==> config.mk <==
export PLATFORM = sky130hd
export DESIGN_NAME = j2k_codestream_header_scanner
export DESIGN_NICKNAME = d
export VERILOG_FILES = /design/src/design/jchs_pkg.sv /design/src/design/jchs_verdict.sv /design/src/design/j2k_codestream_header_scanner.sv
export SDC_FILE = /design/constraint.sdc
export NUM_CORES = 1
export LEC_CHECK = 0
export ABC_AREA = 1
export BUFFER_PORTS_ARGS = -buffer_cell sky130_fd_sc_hd__buf_2
export CAP_MARGIN = 20
export CORE_UTILIZATION = 51
export CTS_CLUSTER_DIAMETER = 80
export DETAILED_ROUTE_END_ITERATION = 16
export GPL_ROUTABILITY_DRIVEN = 0
export PLACE_DENSITY = 0.76
export SYNTH_ARGS = -nofsm -noshare
export SYNTH_HDL_FRONTEND = slang
export SYNTH_SLANG_ARGS = --single-unit
export TNS_END_PERCENT = 30
==> constraint.sdc <==
create_clock -name aclk -period 6.95 [get_ports aclk]
set_clock_uncertainty 0.1 [all_clocks]
set_input_delay 1.39 -clock aclk [delete_from_list [all_inputs] [get_ports aclk]]
set_output_delay 1.39 -clock aclk [all_outputs]
set_load 0.005 [all_outputs]
==> src/design/jchs_pkg.sv <==
// types and constants of the codestream header scanner
package jchs_pkg;

    // marker bytes
    localparam logic [7:0] MK_LEAD = 8'hFF;
    localparam logic [7:0] MK_SOC  = 8'h4F;
    localparam logic [7:0] MK_SOD  = 8'h93;
    localparam logic [7:0] MK_EOC  = 8'hD9;
    localparam logic [7:0] MK_SIZ  = 8'h51;
    localparam logic [7:0] MK_COD  = 8'h52;
    localparam logic [7:0] MK_COM  = 8'h64;

    localparam logic [15:0] HEADER_LIMIT_RESET = 16'd600;

    // status codes reported with each result
    typedef enum logic [2:0] {
        ERR_NONE       = 3'd0,
        ERR_NO_SOC     = 3'd1,
        ERR_NO_SIZ     = 3'd2,
        ERR_TRUNCATED  = 3'd3,
        ERR_BAD_MARKER = 3'd4,
        ERR_NO_COM     = 3'd5,
        ERR_NO_COD     = 3'd6,
        ERR_NO_EOC     = 3'd7
    } err_code_t;

    // parser phases
    typedef enum logic [4:0] {
        PH_SOC  = 5'b00001,
        PH_SIZ  = 5'b00010,
        PH_LEN  = 5'b00100,
        PH_MARK = 5'b01000,
        PH_DATA = 5'b10000
    } phase_t;

    typedef struct packed {
        logic [7:0] data_byte;
        logic       end_of_stream;
    } in_item_t;

    typedef struct packed {
        logic        stream_ok;
        logic [2:0]  error_code;
        logic        lossless;
        logic [15:0] payload_offset;
        logic [31:0] payload_length;
    } out_item_t;

    // parser state handed to the verdict logic on the final byte
    typedef struct packed {
        err_code_t   first_err;
        logic        in_data;
        logic        seen_com;
        logic        seen_cod;
        logic [16:0] next_marker;
        logic [15:0] sod_pos;
        logic [15:0] tail;
        logic [15:0] layers;
    } parse_snap_t;

endpackage

==> src/design/jchs_verdict.sv <==
// final status, offset and length decision for one codestream
module jchs_verdict #(
    parameter int POSITION_BITS = 32
) (
    input  logic [POSITION_BITS-1:0] stream_size,
    input  jchs_pkg::parse_snap_t    snap,
    output jchs_pkg::out_item_t      result
);

    localparam int CW = (POSITION_BITS > 19) ? POSITION_BITS + 1 : 20;
    localparam int LW = (POSITION_BITS > 32) ? POSITION_BITS : 32;

    logic [CW-1:0]      fs_c;
    logic [LW-1:0]      diff;
    logic               sat;
    jchs_pkg::err_code_t err;
    logic               ok;

    assign fs_c = CW'(stream_size);

    // first failing check decides the code
    always_comb begin
        if (fs_c < CW'(6)) begin
            err = jchs_pkg::ERR_TRUNCATED;
        end else if (snap.first_err == jchs_pkg::ERR_BAD_MARKER &&
                     fs_c < CW'(snap.next_marker) + CW'(4)) begin
            err = jchs_pkg::ERR_TRUNCATED;
        end else if (snap.first_err != jchs_pkg::ERR_NONE) begin
            err = snap.first_err;
        end else if (!snap.in_data) begin
            err = jchs_pkg::ERR_TRUNCATED;
        end else if (fs_c < CW'(snap.sod_pos) + CW'(4)) begin
            err = jchs_pkg::ERR_TRUNCATED;
        end else if (!snap.seen_com) begin
            err = jchs_pkg::ERR_NO_COM;
        end else if (!snap.seen_cod) begin
            err = jchs_pkg::ERR_NO_COD;
        end else if (snap.tail != {jchs_pkg::MK_LEAD, jchs_pkg::MK_EOC}) begin
            err = jchs_pkg::ERR_NO_EOC;
        end else begin
            err = jchs_pkg::ERR_NONE;
        end
    end

    // payload length, saturated to 32 bits
    assign diff = LW'(stream_size) - LW'(snap.sod_pos);
    assign sat  = (diff >> 32) != '0;
    assign ok   = (err == jchs_pkg::ERR_NONE);

    always_comb begin
        result.stream_ok      = ok;
        result.error_code     = err;
        result.lossless       = ok && (snap.layers == 16'd1);
        result.payload_offset = ok ? snap.sod_pos : 16'd0;
        result.payload_length = !ok ? 32'd0 : (sat ? 32'hFFFF_FFFF : diff[31:0]);
    end

endmodule

==> src/design/j2k_codestream_header_scanner.sv <==
// top level of the jpeg 2000 codestream header scanner
// Usage:
//   s_valid/s_ready/s_data carry one codestream byte per transaction, with
//   end_of_stream set on the final byte. m_valid/m_ready/m_data carry one
//   status transaction per codestream, produced only for the final byte.
//   cfg_wr_en/cfg_wr_data write header_limit; write it only while idle.
// Timing:
//   one byte per clock sustained while no final byte waits for the output
//   register. Every byte goes through one input register and a single pass
//   of compare and counter logic; the result of the final byte is written
//   into the output register as that byte leaves the input register.
// Stalls:
//   bytes that end no stream keep flowing while a result waits; a final
//   byte waits in the input register until the output register is free,
//   and s_ready drops only then.
// Reset:
//   aresetn (synchronous, active low) empties both registers, clears the
//   parser and sets header_limit to 600. After each final byte the parser
//   returns to its reset state and header_limit is kept.
module j2k_codestream_header_scanner #(
    parameter int POSITION_BITS = 32
) (
    input  logic                aclk,
    input  logic                aresetn,
    input  logic                s_valid,
    output logic                s_ready,
    input  jchs_pkg::in_item_t  s_data,
    output logic                m_valid,
    input  logic                m_ready,
    output jchs_pkg::out_item_t m_data,
    input  logic                cfg_wr_en,
    input  logic [15:0]         cfg_wr_data
);

    localparam int P  = POSITION_BITS;
    localparam int CW = (P > 19) ? P + 1 : 20;

    // input register
    logic               in_valid_reg;
    jchs_pkg::in_item_t in_data_reg;
    logic               fire;
    logic               eos;

    // configuration
    logic [15:0] limit_reg;

    // parser state
    logic [P-1:0]        pos_reg,      pos_next;
    jchs_pkg::phase_t    phase_reg,    phase_next;
    logic [16:0]         nmp_reg,      nmp_next;
    logic [7:0]          lhb_reg,      lhb_next;
    logic [16:0]         codpos_reg,   codpos_next;
    logic [15:0]         layers_reg,   layers_next;
    logic                com_reg,      com_next;
    logic                cod_reg,      cod_next;
    logic [15:0]         sod_reg,      sod_next;
    logic [15:0]         tail_reg,     tail_next;
    jchs_pkg::err_code_t err_reg,      err_next;

    // output register
    logic                m_valid_reg;
    jchs_pkg::out_item_t m_data_reg;
    jchs_pkg::out_item_t verdict;
    jchs_pkg::parse_snap_t snap;

    logic [7:0]    b;
    logic          pos_live;
    logic [CW-1:0] pos_c;
    logic [CW-1:0] m_c;
    logic [CW-1:0] cod_c;
    logic [15:0]   seg_len;
    logic [17:0]   nxt;

    assign eos     = in_data_reg.end_of_stream;
    assign fire    = in_valid_reg && (!eos || !m_valid_reg || m_ready);
    assign s_ready = !in_valid_reg || fire;
    assign m_valid = m_valid_reg;
    assign m_data  = m_data_reg;

    assign b        = in_data_reg.data_byte;
    assign pos_live = ~&pos_reg;
    assign pos_c    = CW'(pos_reg);
    assign m_c      = CW'(nmp_reg);
    assign cod_c    = CW'(codpos_reg);
    assign seg_len  = {lhb_reg, b};
    assign nxt      = {1'b0, nmp_reg} + 18'd2 + 18'(seg_len);

    // one byte of header parse
    always_comb begin
        pos_next    = pos_reg;
        phase_next  = phase_reg;
        nmp_next    = nmp_reg;
        lhb_next    = lhb_reg;
        codpos_next = codpos_reg;
        layers_next = layers_reg;
        com_next    = com_reg;
        cod_next    = cod_reg;
        sod_next    = sod_reg;
        err_next    = err_reg;
        tail_next   = {tail_reg[7:0], b};
        if (pos_live) begin
            pos_next = pos_reg + P'(1);
            // layer count bytes of the last cod segment
            if (cod_reg) begin
                if (pos_c == cod_c + CW'(4)) begin
                    layers_next[15:8] = b;
                end else if (pos_c == cod_c + CW'(5)) begin
                    layers_next[7:0] = b;
                end
            end
            if (err_reg == jchs_pkg::ERR_NONE) begin
                unique case (phase_reg)
                    jchs_pkg::PH_SOC: begin
                        if (pos_c == CW'(1)) begin
                            if (tail_next != {jchs_pkg::MK_LEAD, jchs_pkg::MK_SOC}) begin
                                err_next = jchs_pkg::ERR_NO_SOC;
                            end else begin
                                phase_next = jchs_pkg::PH_SIZ;
                            end
                        end
                    end
                    jchs_pkg::PH_SIZ: begin
                        if (pos_c == CW'(3)) begin
                            if (tail_next != {jchs_pkg::MK_LEAD, jchs_pkg::MK_SIZ}) begin
                                err_next = jchs_pkg::ERR_NO_SIZ;
                            end else begin
                                nmp_next   = 17'd2;
                                phase_next = jchs_pkg::PH_LEN;
                            end
                        end
                    end
                    jchs_pkg::PH_LEN: begin
                        if (pos_c == m_c + CW'(2)) begin
                            lhb_next = b;
                        end else if (pos_c == m_c + CW'(3)) begin
                            if (seg_len < 16'd2) begin
                                err_next = jchs_pkg::ERR_BAD_MARKER;
                            end else if ({1'b0, nxt} + 19'd2 > 19'(limit_reg)) begin
                                err_next = jchs_pkg::ERR_TRUNCATED;
                            end else begin
                                nmp_next   = nxt[16:0];
                                phase_next = jchs_pkg::PH_MARK;
                            end
                        end
                    end
                    jchs_pkg::PH_MARK: begin
                        if (pos_c == m_c + CW'(1)) begin
                            if (tail_next[15:8] != jchs_pkg::MK_LEAD) begin
                                err_next = jchs_pkg::ERR_BAD_MARKER;
                            end else begin
                                if (tail_next[7:0] == jchs_pkg::MK_COM) begin
                                    com_next = 1'b1;
                                end
                                if (tail_next[7:0] == jchs_pkg::MK_COD) begin
                                    cod_next    = 1'b1;
                                    codpos_next = nmp_reg + 17'd2;
                                end
                                if (tail_next[7:0] == jchs_pkg::MK_SOD) begin
                                    sod_next   = nmp_reg[15:0];
                                    phase_next = jchs_pkg::PH_DATA;
                                end else begin
                                    phase_next = jchs_pkg::PH_LEN;
                                end
                            end
                        end
                    end
                    jchs_pkg::PH_DATA: begin
                        phase_next = jchs_pkg::PH_DATA;
                    end
                    default: begin
                        phase_next = phase_reg;
                    end
                endcase
            end
        end
    end

    // parser state as seen after the final byte
    always_comb begin
        snap.first_err   = err_next;
        snap.in_data     = (phase_next == jchs_pkg::PH_DATA);
        snap.seen_com    = com_next;
        snap.seen_cod    = cod_next;
        snap.next_marker = nmp_next;
        snap.sod_pos     = sod_next;
        snap.tail        = tail_next;
        snap.layers      = layers_next;
    end

    jchs_verdict #(
        .POSITION_BITS (P)
    ) u_verdict (
        .stream_size (pos_next),
        .snap        (snap),
        .result      (verdict)
    );

    // input register
    always_ff @(posedge aclk) begin
        if (!aresetn) begin
            in_valid_reg <= 1'b0;
        end else if (s_ready) begin
            in_valid_reg <= s_valid;
        end
        if (s_ready && s_valid) begin
            in_data_reg <= s_data;
        end
    end

    // configuration register
    always_ff @(posedge aclk) begin
        if (!aresetn) begin
            limit_reg <= jchs_pkg::HEADER_LIMIT_RESET;
        end else if (cfg_wr_en) begin
            limit_reg <= cfg_wr_data;
        end
    end

    // parser state, cleared after each final byte
    always_ff @(posedge aclk) begin
        if (!aresetn || (fire && eos)) begin
            pos_reg    <= '0;
            phase_reg  <= jchs_pkg::PH_SOC;
            nmp_reg    <= '0;
            lhb_reg    <= '0;
            codpos_reg <= '0;
            layers_reg <= '0;
            com_reg    <= 1'b0;
            cod_reg    <= 1'b0;
            sod_reg    <= '0;
            tail_reg   <= '0;
            err_reg    <= jchs_pkg::ERR_NONE;
        end else if (fire) begin
            pos_reg    <= pos_next;
            phase_reg  <= phase_next;
            nmp_reg    <= nmp_next;
            lhb_reg    <= lhb_next;
            codpos_reg <= codpos_next;
            layers_reg <= layers_next;
            com_reg    <= com_next;
            cod_reg    <= cod_next;
            sod_reg    <= sod_next;
            tail_reg   <= tail_next;
            err_reg    <= err_next;
        end
    end

    // output register
    always_ff @(posedge aclk) begin
        if (!aresetn) begin
            m_valid_reg <= 1'b0;
        end else if (fire && eos) begin
            m_valid_reg <= 1'b1;
        end else if (m_ready) begin
            m_valid_reg <= 1'b0;
        end
        if (fire && eos) begin
            m_data_reg <= verdict;
        end
    end

endmodule

# ---- Word-level counts from Yosys, hierarchy flattened
# Index checks and enable logic that the tools add are counted.
dict set report word_totals {
  elab_cells 153
  reg_bits 204
  out_inout_bits 55
  inputBits 30
}
dict set report classes {
  bitwise_logic 2
  n_addsub 13
  reduce_logical 20
  order_cmp 5
  mux 70
  n_eq_ne 22
}
# op count
set ops {}
lappend ops {{$eq A32 B18 Y1} 5}
lappend ops {{$mux W17} 8}
lappend ops {{$mux W16} 8}
lappend ops {{$lt A32 B33 Y1} 2}
lappend ops {{$mux W5} 13}
lappend ops {{$mux W3} 20}
lappend ops {{$add A17 B2 Y18 const B} 3}
lappend ops {{$add A17 B3 Y18 const B} 3}
lappend ops {{$ne A16 B16 Y1 const B} 3}
lappend ops {{$pmux W17 S2} 1}
lappend ops {{$add A32 B1 Y32 const B} 1}
lappend ops {{$eq A32 B1 Y1 const B} 1}
lappend ops {{$eq A32 B2 Y1 const B} 1}
lappend ops {{$lt A32 B3 Y1 const B} 1}
lappend ops {{$mux W32} 1}
lappend ops {{$reduce_and A32 Y1} 1}
lappend ops {{$sub A32 B16 Y32} 1}
lappend ops {{$pmux W5 S5} 1}
lappend ops {{$mux W8} 3}
lappend ops {{$add A18 B2 Y19 const B} 1}
lappend ops {{$gt A19 B16 Y1} 1}
lappend ops {{$add A17 B1 Y18 const B} 1}
lappend ops {{$add A18 B16 Y18} 1}
lappend ops {{$add A16 B3 Y17 const B} 1}
lappend ops {{other kinds (23)} 50}

# ---- Depth between registers and ports, before layout
dict set report depth {
  ltp_word 18
  mapped_depth 59
  depth_no_buf 56
}

# ---- By module
# Synthesis repeated with hierarchy kept, for this count alone.
dict set report unflattened {
  hier_cells 2676
  hier_area_um2 17712.0
}
# module cells_per_inst instances area_per_inst_um2 seq_area_each_um2
set modules_own_cells {}
lappend modules_own_cells {j2k_codestream_header_scanner 2133 1 14614.0 4704.5}
lappend modules_own_cells {jchs_verdict 543 1 3098.0 0.0}

# ---- Worst setup path before layout
# No wires, ideal clock.
dict set report synth_path {
  path_type {register to register}
  start {reg in_data_reg (netlist bit b[1])}
  end {reg m_data_reg (netlist bit m_data[28]) (data pin)}
  path_buffers 4
  period_less_slack_ps 6848
  setup_ps 260
  stages_incl_launch_ff 55
  t_arrival_ps 6488
  setup_slack_ps 102
  required_ps 6590
  cell_sequence {edfxtp_1 -> clkbuf_1 -> inv_1 -> ha_1 -> inv_1 -> ha_1 -> inv_1 -> fa_1 -> inv_1 -> nand2_1 -> nand2_1 -> nand3_1 -> nand2_1 -> nand3_1 -> nor2_1 -> nand3_1 -> nor2_2 -> nand3_1 -> [19 not listed] -> nor2_1 -> nand2_1 -> xor2_1 -> ha_1 -> a21oi_1 -> nor2_1 -> a211oi_1 -> o2111ai_1 -> nand2_1 -> nand3_1 -> nor2_1 -> nand3_1 -> nand2_2 -> nor2_4 -> nand2_4 -> buf_6 -> buf_12 -> nor2_4}
}
dict set report synth_between {
  elab_chain_len 16
  elab_cells_between_ends 80
  classes_between {add/sub (5); order compare (4); eq/ne (8); mux (60); reduce/logical (3)}
}
# item line_no
set synth_rtl {}
lappend synth_rtl {{from (decl)} j2k_codestream_header_scanner.sv:40} ;# jchs_pkg::in_item_t in_data_reg;
lappend synth_rtl {{from (signal assigned)} j2k_codestream_header_scanner.sv:206} ;# in_data_reg <= s_data;
lappend synth_rtl {{$add A18 B16 Y18} j2k_codestream_header_scanner.sv:86} ;# assign nxt = {1'b0, nmp_reg} + 18'd2 + 18'(seg_len);
lappend synth_rtl {{$add A18 B2 Y19} j2k_codestream_header_scanner.sv:138} ;# end else if ({1'b0, nxt} + 19'd2 > 19'(limit_reg)) begin
lappend synth_rtl {{$gt A19 B16 Y1} j2k_codestream_header_scanner.sv:138}
lappend synth_rtl {{$mux W17} j2k_codestream_header_scanner.sv:138}
lappend synth_rtl {{$mux W17} j2k_codestream_header_scanner.sv:136} ;# if (seg_len < 16'd2) begin
lappend synth_rtl {{$mux W17} j2k_codestream_header_scanner.sv:135} ;# end else if (pos_c == m_c + CW'(3)) begin
lappend synth_rtl {{$mux W17} j2k_codestream_header_scanner.sv:133} ;# if (pos_c == m_c + CW'(2)) begin
lappend synth_rtl {{$pmux W17 S2 (*)} j2k_codestream_header_scanner.sv:112} ;# unique case (phase_reg)
lappend synth_rtl {{$mux W17 (*)} j2k_codestream_header_scanner.sv:111} ;# if (err_reg == jchs_pkg::ERR_NONE) begin
lappend synth_rtl {{$mux W17 (*)} j2k_codestream_header_scanner.sv:101} ;# if (pos_live) begin
lappend synth_rtl {{net nmp_next[3]} j2k_codestream_header_scanner.sv:50} ;# logic [16:0] nmp_reg, nmp_next;
lappend synth_rtl {{$add A17 B3 Y18 (*)} jchs_verdict.sv:26} ;# fs_c < CW'(snap.next_marker) + CW'(4)) begin
lappend synth_rtl {{$lt A32 B33 Y1 (*)} jchs_verdict.sv:26}
lappend synth_rtl {{$logic_and A1 B1 Y1 (*)} jchs_verdict.sv:25} ;# end else if (snap.first_err == jchs_pkg::ERR_BAD_MARKER &&
lappend synth_rtl {{$mux W3 (*)} jchs_verdict.sv:25}
lappend synth_rtl {{$mux W3 (*)} jchs_verdict.sv:23} ;# if (fs_c < CW'(6)) begin
lappend synth_rtl {{$logic_not A3 Y1 (*)} jchs_verdict.sv:48} ;# assign ok = (err == jchs_pkg::ERR_NONE);
lappend synth_rtl {{to (signal assigned)} j2k_codestream_header_scanner.sv:258} ;# m_data_reg <= verdict;
lappend synth_rtl {{to (decl)} j2k_codestream_header_scanner.sv:62} ;# jchs_pkg::out_item_t m_data_reg;
# The timed path passes the listed nets; every way through them passes the cells marked *.
# A chain may end at the register's enable or synchronous reset.

# ---- Worst setup path in the final report
dict set report layout_path {
  start {reg in_data_reg (netlist bit b[1])}
  end {reg m_data_reg (netlist bit m_data[41]) (data pin)}
}
dict set report layout_between {
  elab_chain_len 16
  elab_cells_between_ends 79
  classes_between {add/sub (4); order compare (4); eq/ne (8); mux (60); reduce/logical (3)}
}
# item line_no
set layout_rtl {}
lappend layout_rtl {{$add A18 B16 Y18} j2k_codestream_header_scanner.sv:86}
lappend layout_rtl {{$add A18 B2 Y19} j2k_codestream_header_scanner.sv:138}
lappend layout_rtl {{$gt A19 B16 Y1} j2k_codestream_header_scanner.sv:138}
lappend layout_rtl {{$mux W17 or $mux W5 (tied branches)} j2k_codestream_header_scanner.sv:138}
lappend layout_rtl {{$mux W17 or $mux W5 (tied branches)} j2k_codestream_header_scanner.sv:136}
lappend layout_rtl {{$mux W17 or $mux W5 (tied branches)} j2k_codestream_header_scanner.sv:135}
lappend layout_rtl {{$mux W17 or $mux W5 (tied branches)} j2k_codestream_header_scanner.sv:133}
lappend layout_rtl {{$pmux W17 S2 or $pmux W5 S5 (tied branches)} j2k_codestream_header_scanner.sv:112}
lappend layout_rtl {{$mux W17 or $mux W5 (tied branches)} j2k_codestream_header_scanner.sv:111}
lappend layout_rtl {{$mux W17 or $mux W5 (tied branches)} j2k_codestream_header_scanner.sv:101}
lappend layout_rtl {{$add A17 B3 Y18 or $eq A5 B5 Y1 (tied branches)} {jchs_verdict.sv:26, j2k_codestream_header_scanner.sv:181}}
lappend layout_rtl {{$lt A32 B33 Y1 or $mux W3 (tied branches)} {jchs_verdict.sv:26, jchs_verdict.sv:30}}
lappend layout_rtl {{$logic_and A1 B1 Y1 or $mux W3 (tied branches)} {jchs_verdict.sv:25, jchs_verdict.sv:28}}
lappend layout_rtl {{$mux W3} jchs_verdict.sv:25}
lappend layout_rtl {{$mux W3} jchs_verdict.sv:23}
lappend layout_rtl {{$logic_not A3 Y1} jchs_verdict.sv:48}
# Parallel ways exist; a longest one is shown, timed or not.

==> qor.json <==
{
  "hpwl_after_detailed_placement": {"value": 42700, "unit": "µm"},
  "cpMostUsedCell": {"value": "sky130_fd_sc_hd__nand2_1"},
  "post-route-drc-count": {"value": 0},
  "synth_nets": {"value": 2685},
  "power.density": {"value": 182, "unit": "mW/mm²"},
  "hold_buffers": {"value": 0},
  "number_of_flip_flops_in_the_largest_register": {"value": 53},
  "worstHoldStart": {"value": "limit_reg[7]"},
  "synthMostInstantiatedCell": {"value": "sky130_fd_sc_hd__nand2_1"},
  "period_needed": {"value": 7.61, "unit": "ns"},
  "total_die_area": {"value": 0.0345, "unit": "mm²"},
  "grt_use_total": {"value": 0.332},
  "antenna_found_initial": {"value": 0},
  "via_count": {"value": 19000},
  "violations": {"value": "negative setup slack"},
  "final.setup.worst_slack": {"value": -0.663, "unit": "ns"},
  "final_util": {"value": 0.637},
  "placed_cell_area": {"value": 0.0188, "unit": "mm²"},
  "synthDominantCellAreaShare": {"value": 0.165},
  "static-leakage-power": {"value": 9.91, "unit": "nW"},
  "worst_ep_arrival_time": {"value": 7.81, "unit": "ns"},
  "fill_cells": {"value": 2804},
  "cts_sinks": {"value": 204},
  "cp_max_fo": {"value": 7},
  "synth_async_sr_flop_share": {"value": 0},
  "diodes": {"value": 0},
  "cp-end-kind": {"value": "flip-flop"},
  "setup.worst_path.start_class": {"value": "flip-flop"},
  "placementRows": {"value": 66},
  "wirelength": {"value": 59900, "unit": "µm"},
  "worstPathRequired": {"value": 7.15, "unit": "ns"},
  "h_tree_depth": {"value": 1},
  "die-height": {"value": 186, "unit": "µm"},
  "synth_edf_count": {"value": 62},
  "area.sequential": {"value": 0.00470, "unit": "mm²"},
  "rsz0062_at_grt": {"value": "true"},
  "seq_area_frac_synth": {"value": 0.273},
  "layout_worst_path_cycle_share": {"value": 1.10},
  "drv.max_cap_violation_count": {"value": 0},
  "drtIter0Drc": {"value": 2314},
  "fin_total_pwr": {"value": 3.80, "unit": "mW"},
  "worst_pin_slew": {"value": 0.977, "unit": "ns"},
  "hold_violations": {"value": 0},
  "die_w": {"value": 186, "unit": "µm"},
  "synth_ff_type": {"value": "sky130_fd_sc_hd__dfxtp_1"},
  "postSynthCellCount": {"value": 2545},
  "slew_headroom": {"value": 0.347},
  "initial_core_util": {"value": 0.524},
  "fmax": {"value": 131, "unit": "MHz"},
  "worst_skew_pair.late_latency": {"value": 0.55, "unit": "ns"},
  "worstHoldPathType": {"value": "flip-flop to flip-flop"},
  "multi_input_gate_area": {"value": 0.0113, "unit": "mm²"},
  "crit_path_start": {"value": "b[1]"},
  "clock_path_buffers": {"value": 3},
  "cts_inserted_buffers": {"value": 24},
  "postRouteAntennaNets": {"value": 0},
  "yosysWarnings": {"value": 0},
  "ys_seq_elements": {"value": 204},
  "clkSlewWorstSetupHoldPaths": {"value": 0.06, "unit": "ns"},
  "floorplan_core_area": {"value": 0.0329, "unit": "mm²"},
  "post_route_cells_drive_above_1_share": {"value": 0.200},
  "synthesis.area_per_instance": {"value": 6.77, "unit": "µm²"},
  "vdd_ir_drop_max": {"value": 0.000209, "unit": "V"},
  "port-buffer-count": {"value": 84},
  "first_pass_grt_wire_length": {"value": 89900, "unit": "µm"},
  "synthDominantAreaCellType": {"value": "sky130_fd_sc_hd__dfxtp_1"},
  "net_count_reported_at_finish": {"value": 2921},
  "cts_root_buffer": {"value": "sky130_fd_sc_hd__clkbuf_16"},
  "biggest_cell_delay_along_the_critical_path": {"value": 0.41, "unit": "ns"},
  "tritoncts_clock_tree": {"value": "built"},
  "finalMaxSlewViolations": {"value": 0},
  "syn_area": {"value": 0.0172, "unit": "mm²"},
  "final_non_filler_cell_area": {"value": 0.0209, "unit": "mm²"},
  "yosysUniqueCellTypes": {"value": 60},
  "wire_per_inst": {"value": 18.5, "unit": "µm"},
  "areaGrowthSynthToFinish": {"value": 21.6, "unit": "%"},
  "num_io_pins": {"value": 85},
  "grt_pass1_vias": {"value": 17500},
  "vias_per_cell": {"value": 5.87},
  "run_status": {"value": "complete, but fails checks"},
  "drt_pre_antenna_iters": {"value": 8},
  "setup.worst_path.class": {"value": "flip-flop to flip-flop"},
  "setup_violations": {"value": 53},
  "regToRegStartpoint": {"value": "b[1]"},
  "yosys-top-cells-area": {"value": "sky130_fd_sc_hd__dfxtp_1, sky130_fd_sc_hd__nand2_1, sky130_fd_sc_hd__edfxtp_1, sky130_fd_sc_hd__ha_1, sky130_fd_sc_hd__inv_1"},
  "cp_slowest_cell": {"value": "sky130_fd_sc_hd__edfxtp_1"},
  "yosys-top-cells-count": {"value": "sky130_fd_sc_hd__nand2_1, sky130_fd_sc_hd__inv_1, sky130_fd_sc_hd__nor2_1, sky130_fd_sc_hd__a21oi_1, sky130_fd_sc_hd__nand3_1"},
  "grt_overflow_total": {"value": 0},
  "grt_start_max_net_pins": {"value": 94}
}
path summary, 6_finish.rpt:
check	endpoint	slack, ns	cells past startpoint
worst max-delay path	m_data[41]	-0.66	56
worst min-delay path	limit_reg[7]	0.37	2
worst max register to register	m_data[41]	-0.66	56
worst min register to register	limit_reg[7]	0.37	2
layout make-up:
class                           count  share of cell area
Multi-Input combinational cell   1891               0.541
Sequential cell                   204               0.225
Timing Repair Buffer              294               0.101
Inverter                          366              0.0664
Clock buffer                       29              0.0301
Clock inverter                     15              0.0105
Tap cell                          442              0.0264
metrics by stage:
step	cells	setup WS [ns]	TNS (ns)	hold WS, ns
6_report	3241	-0.663	-32.42	0.366
5_1_grt	3241	-0.957	-49.00	0.392
4_1_cts	3229	-0.0435	-0.243	0.367
3_3_place_gp	3126	-0.263	-11.80	0.348
3_5_place_dp	3126	-0.609	-28.77	0.357
2_1_floorplan	2545	0.102	0	0.334
report_power, final:
part | leakage (nW) | switching [mW] | internal [mW] | total (mW)
registers | 1.79 | 0.0489 | 1.27 | 1.32
clock network | 0.412 | 0.534 | 0.835 | 1.37
logic | 7.70 | 0.692 | 0.422 | 1.11
total | 9.91 | 1.27 | 2.53 | 3.80
cell usage in the layout (no fill, tap or decap), types with 56 or more instances in the layout:
cell / synthesis / routed
sky130_fd_sc_hd__nand2_1: 559 / 527
sky130_fd_sc_hd__inv_1: 342 / 330
sky130_fd_sc_hd__nor2_1: 272 / 249
sky130_fd_sc_hd__buf_4: 8 / 193
sky130_fd_sc_hd__a21oi_1: 150 / 144
sky130_fd_sc_hd__dfxtp_1: 142 / 142
sky130_fd_sc_hd__nand3_1: 143 / 134
sky130_fd_sc_hd__o21ai_0: 135 / 132
sky130_fd_sc_hd__xor2_1: 133 / 128
sky130_fd_sc_hd__ha_1: 108 / 95
sky130_fd_sc_hd__buf_2: 20 / 84
sky130_fd_sc_hd__edfxtp_1: 62 / 62
sky130_fd_sc_hd__nand4_1: 56 / 56
layer usage:
metal	up-vias	global-route usage	wire, µm
met3	353	0.0665	6690
met2	1235	0.540	26200
met4	0	0.176	4210
met1	8634	0.413	22800
met5	-	0	0
li1	8788	-	-
critical path, delay by kind of cell, from the launching register on:
family,cells,cell delay (ns)
fa+ha+maj,5,1.34
xor+xnor,2,0.31
compound gates,5,0.77
buf+inv,11,1.26
simple gates,33,3.14
flops,1,0.41
cells by family (layout without fill, tap and decap cells):
kind of cell	after synthesis	count (layout)	synth area share
AND/OR/NAND/NOR	1198	1198	0.316
buffers and inverters	450	704	0.104
AO/OA/AOI/OAI	394	394	0.129
flip-flops	204	204	0.273
XOR/XNOR	181	181	0.0921
adder cells (fa/ha/maj)	110	110	0.0808
multiplexers	8	8	0.00465
timing repair:
action	in CTS	in global routing
gates resized for setup	53	113
gates cloned	2	1
endpoints found under the setup margin	53	53
pin swaps	20	66
buffers inserted	57	13
No activity file was read; power rests on OpenSTA's default activity.
